$ cat src/design/hgns_pkg.sv
package hgns_pkg;

   localparam int MAX_POINTS_DEF  = 64;
   localparam int MAX_RES_DEF     = 16;
   localparam int MAX_MATCHES_DEF = 64;

   localparam int COORD_W    = 32;
   localparam int SPACING_W  = 31;
   localparam int RADIUS_W   = 31;
   localparam int RES_W      = 5;
   localparam int CMD_W      = 2;
   localparam int KIND_W     = 2;
   localparam int IDX_W      = 6;
   localparam int CSR_ADDR_W = 2;
   localparam int CSR_DATA_W = 31;

   localparam logic [CMD_W-1:0] CMD_CLEAR  = 2'd0;
   localparam logic [CMD_W-1:0] CMD_ADD    = 2'd1;
   localparam logic [CMD_W-1:0] CMD_QUERY  = 2'd2;
   localparam logic [CMD_W-1:0] CMD_UNUSED = 2'd3;

   localparam logic [KIND_W-1:0] KIND_DONE    = 2'd0;
   localparam logic [KIND_W-1:0] KIND_MATCH   = 2'd1;
   localparam logic [KIND_W-1:0] KIND_NOMATCH = 2'd2;
   localparam logic [KIND_W-1:0] KIND_FULL    = 2'd3;

   localparam logic [CSR_ADDR_W-1:0] CSR_SPACING = 2'd0;
   localparam logic [CSR_ADDR_W-1:0] CSR_RES_X   = 2'd1;
   localparam logic [CSR_ADDR_W-1:0] CSR_RES_Y   = 2'd2;

   localparam logic [SPACING_W-1:0] SPACING_RST = 31'd65536;
   localparam logic [RES_W-1:0]     RES_RST     = 5'd16;

   typedef enum logic [4:0] {
      S_IDLE, S_DECODE, S_DSTART, S_DWAIT,
      S_AKEY, S_AWR1, S_AWR2,
      S_QKEY, S_QHEAD, S_NEXTB, S_PREAD, S_PCHK,
      S_MUL1, S_MUL2, S_MUL3, S_CMP, S_ADV, S_FIN, S_EMIT
   } state_type;

endpackage

$ cat src/design/hgns_div.sv
module hgns_div (
   input  logic                                 clock,
   input  logic                                 reset,
   input  logic                                 start,
   input  logic signed [hgns_pkg::COORD_W-1:0]  dividend,
   input  logic [hgns_pkg::SPACING_W-1:0]       divisor,
   output logic                                 done,
   output logic signed [hgns_pkg::COORD_W-1:0]  quotient,
   output logic [hgns_pkg::SPACING_W-1:0]       remainder
);
   import hgns_pkg::*;

   logic                    busy_ff;
   logic                    done_ff;
   logic [4:0]              cnt_ff;
   logic                    neg_ff;
   logic [SPACING_W-1:0]    div_ff;
   logic [COORD_W-1:0]      quo_ff;
   logic [SPACING_W-1:0]    rem_ff;
   logic [COORD_W-1:0]      trial;
   logic [COORD_W-1:0]      diff;
   logic                    ge;
   logic                    rem_nz;

   assign trial = {rem_ff, quo_ff[COORD_W-1]};
   assign ge    = trial >= {1'b0, div_ff};
   assign diff  = trial - {1'b0, div_ff};

   always_ff @(posedge clock) begin
      if (reset) begin
         busy_ff <= 1'b0;
         done_ff <= 1'b0;
      end else begin
         done_ff <= 1'b0;
         if (start) begin
            busy_ff <= 1'b1;
         end else if (busy_ff && cnt_ff == 5'd0) begin
            busy_ff <= 1'b0;
            done_ff <= 1'b1;
         end
      end
   end

   // one quotient bit a cycle on the magnitude; floor sign fix at the end
   always_ff @(posedge clock) begin
      if (start) begin
         neg_ff <= dividend[COORD_W-1];
         div_ff <= divisor;
         quo_ff <= dividend[COORD_W-1] ? COORD_W'(-dividend) : dividend;
         rem_ff <= '0;
         cnt_ff <= 5'd31;
      end else if (busy_ff) begin
         rem_ff <= ge ? diff[SPACING_W-1:0] : trial[SPACING_W-1:0];
         quo_ff <= {quo_ff[COORD_W-2:0], ge};
         cnt_ff <= cnt_ff - 5'd1;
      end
   end

   assign rem_nz    = rem_ff != '0;
   assign done      = done_ff;
   assign quotient  = !neg_ff ? quo_ff : (rem_nz ? ~quo_ff : COORD_W'(-quo_ff));
   assign remainder = (!neg_ff || !rem_nz) ? rem_ff : div_ff - rem_ff;

endmodule

$ cat config.mk
export PLATFORM = sky130hd
export DESIGN_NAME = hgns_div
export DESIGN_NICKNAME = d
export VERILOG_FILES = /design/src/design/hgns_pkg.sv /design/src/design/hgns_div.sv
export SDC_FILE = /design/constraint.sdc
export NUM_CORES = 1
export LEC_CHECK = 0
export BUFFER_PORTS_ARGS = -buffer_cell sky130_fd_sc_hd__buf_2
export CAP_MARGIN = 20
export CORE_UTILIZATION = 55
export DETAILED_ROUTE_END_ITERATION = 12
export GPL_ROUTABILITY_DRIVEN = 1
export GPL_TIMING_DRIVEN = 0
export PLACE_DENSITY_LB_ADDON = 0.15
export SYNTH_ARGS = -nofsm -noshare
export SYNTH_HDL_FRONTEND = slang
export SYNTH_SLANG_ARGS = --single-unit
$ cat constraint.sdc
create_clock -name clock -period 4.55 [get_ports clock]
set_input_delay 0.6825 -clock clock [delete_from_list [all_inputs] [get_ports clock]]
set_output_delay 0.6825 -clock clock [all_outputs]
set_load 0.03 [all_outputs]
==> impl_metrics.env <==
export IMPL_min_period_ns=4.47
export IMPL_tightest_slew_ns=0.939
export IMPL_hp_start="divisor[10]"
export IMPL_worstPathArrival_ns=3.78
export IMPL_start_kind="register"
export IMPL_fp_dieW_um=129
export IMPL_pwr_share_clk_pct=23.3
export IMPL_hold_end="div_ff[10]"
export IMPL_use_met3_pct=5.41
export IMPL_initial_core_util_pct=56.0
export IMPL_drt_iter0_markers=618
export IMPL_power_density_nw_per_um2=328
export IMPL_die_h_um=129
export IMPL_end_kind="primary output"
export IMPL_relSlewSlack_pct=37.4
export IMPL_cts_root_buffer="clkbuf_16"
export IMPL_grt_pass1_vias=7870
export IMPL_synth_cell_types=85
export IMPL_place_worst_setup_slack_ns=-0.699
export IMPL_grtUsageMet1_pct=41.0
export IMPL_final_net_count=1345
export IMPL_syn_area_sq_um=8860
export IMPL_vias_per_cell=5.88
export IMPL_rows=46
export IMPL_async_reset_ff_share_pct=0
export IMPL_clk_pin_slew_ns=0.08
export IMPL_hold_depth=1
export IMPL_grt_overflow=0
export IMPL_reg2reg_depth=11
export IMPL_antenna_cells=0
export IMPL_required_ns=3.87
export IMPL_cts_max_level=3
export IMPL_status="finished clean"
export IMPL_grt_util_met2_pct=50.0
export IMPL_finalMaxSlewViolations=0
export IMPL_pwr_share_comb_pct=41.7
export IMPL_netlist_instances=1068
export IMPL_dieArea_sq_um=16600
export IMPL_power_w=0.00333
export IMPL_peakVddDrop_mv=0.251
export IMPL_hold_slack_ns=0.478
export IMPL_hpwl_um=18500
export IMPL_grt_max_degree=37
export IMPL_r2r_start="rem_ff[1]"
export IMPL_swShare_pct=40.7
export IMPL_routed_wl_um=24900
export IMPL_cts_tree="yes"
export IMPL_synth_fp_nets=1200
export IMPL_hold_path_class="input pin to register"
export IMPL_antenna_found_initial=1
export IMPL_routed_via_count=8430
export IMPL_core_area_sq_um=15800
export IMPL_ctsHoldBuffers=0
export IMPL_drive_gt1_share_pct=16.2
export IMPL_reg2reg_slack_ns=1.01
export IMPL_fmax_ghz=0.224
export IMPL_leakage_nw=4.21
export IMPL_avgSynthCellArea_sq_um=8.30
export IMPL_ios=130
export IMPL_fin_area_sq_um=10200
export IMPL_ys_ff_latch=102
export IMPL_cap_viol_max_count=0
export IMPL_power_frac_seq_pct=35.0
export IMPL_worst_slack_ns=0.0826
export IMPL_port_buffers=129
export IMPL_drcViolationCount=0
export IMPL_syn_to_final_growth_pct=14.8
export IMPL_clock_skew_ns=0.0129
export IMPL_period_share_pct=98.2
export IMPL_grt_pass1_wl_um=39700
export IMPL_antenna_left=0
export IMPL_yosysWarnings=0
export IMPL_busiest_layer="met2"
export IMPL_grt_total_usage_pct=30.8
export IMPL_numCtsBuffers=9
export IMPL_p_int_w=0.00197
export IMPL_crit_type="register to primary output"
export IMPL_cts_sinks=102
export IMPL_synthFlopType="edfxtp_1"
export IMPL_synth_edf_count=64
export IMPL_drtPass1Iterations=6
export IMPL_yosysSeqAreaShare_pct=30.3
export IMPL_cts_buffer_depth=2
export IMPL_finalHoldViolCount=0
export IMPL_setup_viol=0
export IMPL_switchingPower_w=0.00136
export IMPL_rsz0062_at_grt="yes"
export IMPL_wl_per_cell_um=17.3
export IMPL_r2r_end="quo_ff[0]"
export IMPL_detailed_place_area_sq_um=9800
export IMPL_insertion_delay_ns=0.37
export IMPL_place_gp_congestion=0.893
export IMPL_tns_ns=0
export IMPL_cp_max_fo=3
[through the flow]
stage	std cells	utilization (%)
after floorplan	1068	-
after global placement	1413	61.8
after detailed placement	1414	61.9
final	1434	64.3
after global routing	1434	64.3
after CTS	1432	64.0
[synthesized netlist by cell type, types with 20 or more instances]
library cell | instances | area (sq um)
a21o_1 | 30 | 225
clkbuf_1 | 38 | 143
xor2_1 | 53 | 464
a211oi_1 | 20 | 150
ha_1 | 64 | 801
o21ai_0 | 84 | 420
xnor2_1 | 60 | 526
inv_1 | 79 | 297
a21oi_1 | 93 | 465
nor2_1 | 92 | 345
edfxtp_1 | 64 | 1920
nand2_1 | 97 | 364
dfxtp_1 | 38 | 761
[cell type report]
| type | count | area [sq um] |
|---|---|---|
| inverter | 79 | 297 |
| multi-input combinational | 843 | 5760 |
| tap | 216 | 270 |
| sequential | 102 | 2680 |
| timing repair buffer | 134 | 701 |
| clock buffer | 10 | 239 |
| clock inverter | 6 | 43.8 |
| buffer | 44 | 180 |
| fill | 1390 | 5650 |
[cells by family (layout without fill, tap and decap cells)]
logic type | after synthesis | count (layout) | synth area share (%)
and+or+nand+nor | 321 | 321 | 17.8
muxes | 8 | 8 | 0.989
buffers and inverters | 123 | 273 | 5.37
xor gates and xnor gates | 113 | 113 | 11.2
adders and majority gates | 66 | 66 | 9.49
AOI/OAI and AO/OA | 335 | 335 | 24.9
DFF | 102 | 102 | 30.3
[state kept, by name (all words and copies together) (netlist names)]
name	cells
quo_ff	32
div_ff	31
rem_ff	31
cnt_ff	5
busy_ff	1
done	1
neg_ff	1
[cell usage in the layout, fill, tap and decap left out, types with 8 or more instances in the layout]
master	n
xor2_1	53
nor3_1	12
buf_2	129
nor2_1	92
nand4_1	8
o21a_1	12
nor4_1	15
a31oi_1	10
nand2b_1	14
or3_1	13
o21ai_1	8
nand3_1	12
nand2_1	97
clkbuf_1	37
nor2b_1	10
edfxtp_1	64
ha_1	63
inv_1	79
o31ai_1	17
a21oi_1	91
o21ai_0	81
o211ai_1	9
a21o_1	30
dfxtp_1	37
clkbuf_16	9
xnor2_1	60
a211oi_1	19
[worst max-delay path, stage by stage (launching register included)]
cell       delay, ns
edfxtp_1        0.45
inv_1           0.09
ha_2            0.21
inv_1           0.07
fa_2            0.38
a211oi_4        0.30
o21ai_2         0.12
a2111oi_2       0.31
buf_4           0.19
o31ai_2         0.12
a221oi_2        0.27
buf_4           0.18
o21a_1          0.16
a21oi_1         0.09
xnor2_1         0.12
o21ai_1         0.15
buf_4           0.19
[power by group through the flow]
stage	sequential (W)	clock (W)	combinational, W
after detailed placement	0.00118	0	0.00134
after global placement	0.00118	0	0.00133
after CTS	0.00116	0.000786	0.00136
after floorplan	0.00115	0	0.000999
final	0.00117	0.000775	0.00139
after global routing	0.00118	0.000815	0.00152
[how the worst max path moves through the flow]
stage,cells after the start,from,slack (ns),end
finish,16,div_ff[0],0.08,remainder[26]
global route,16,div_ff[0],-0.06,remainder[26]
CTS,16,div_ff[0],0.008,remainder[26]
detailed placement,13,rem_ff[0],-0.70,remainder[26]
global placement,13,rem_ff[0],-0.70,remainder[26]
floorplan,13,div_ff[0],0.28,remainder[26]
[timing repair]
action | 4_1_cts | 5_1_grt
setup endpoints to repair | 15 | 15
pin swaps | 3 | 7
cloned | 0 | 0
resized for setup | 14 | 6
buffers inserted | 2 | 2
endpoints found under the hold margin | 0 | 0
[routing by layer]
metal	share of wire [%]	wire length, um
met2	46	11300
met5	0.040	10
met4	2.2	555
met1	46	11400
met3	6.2	1540
No activity file was read; power rests on OpenSTA's default activity.
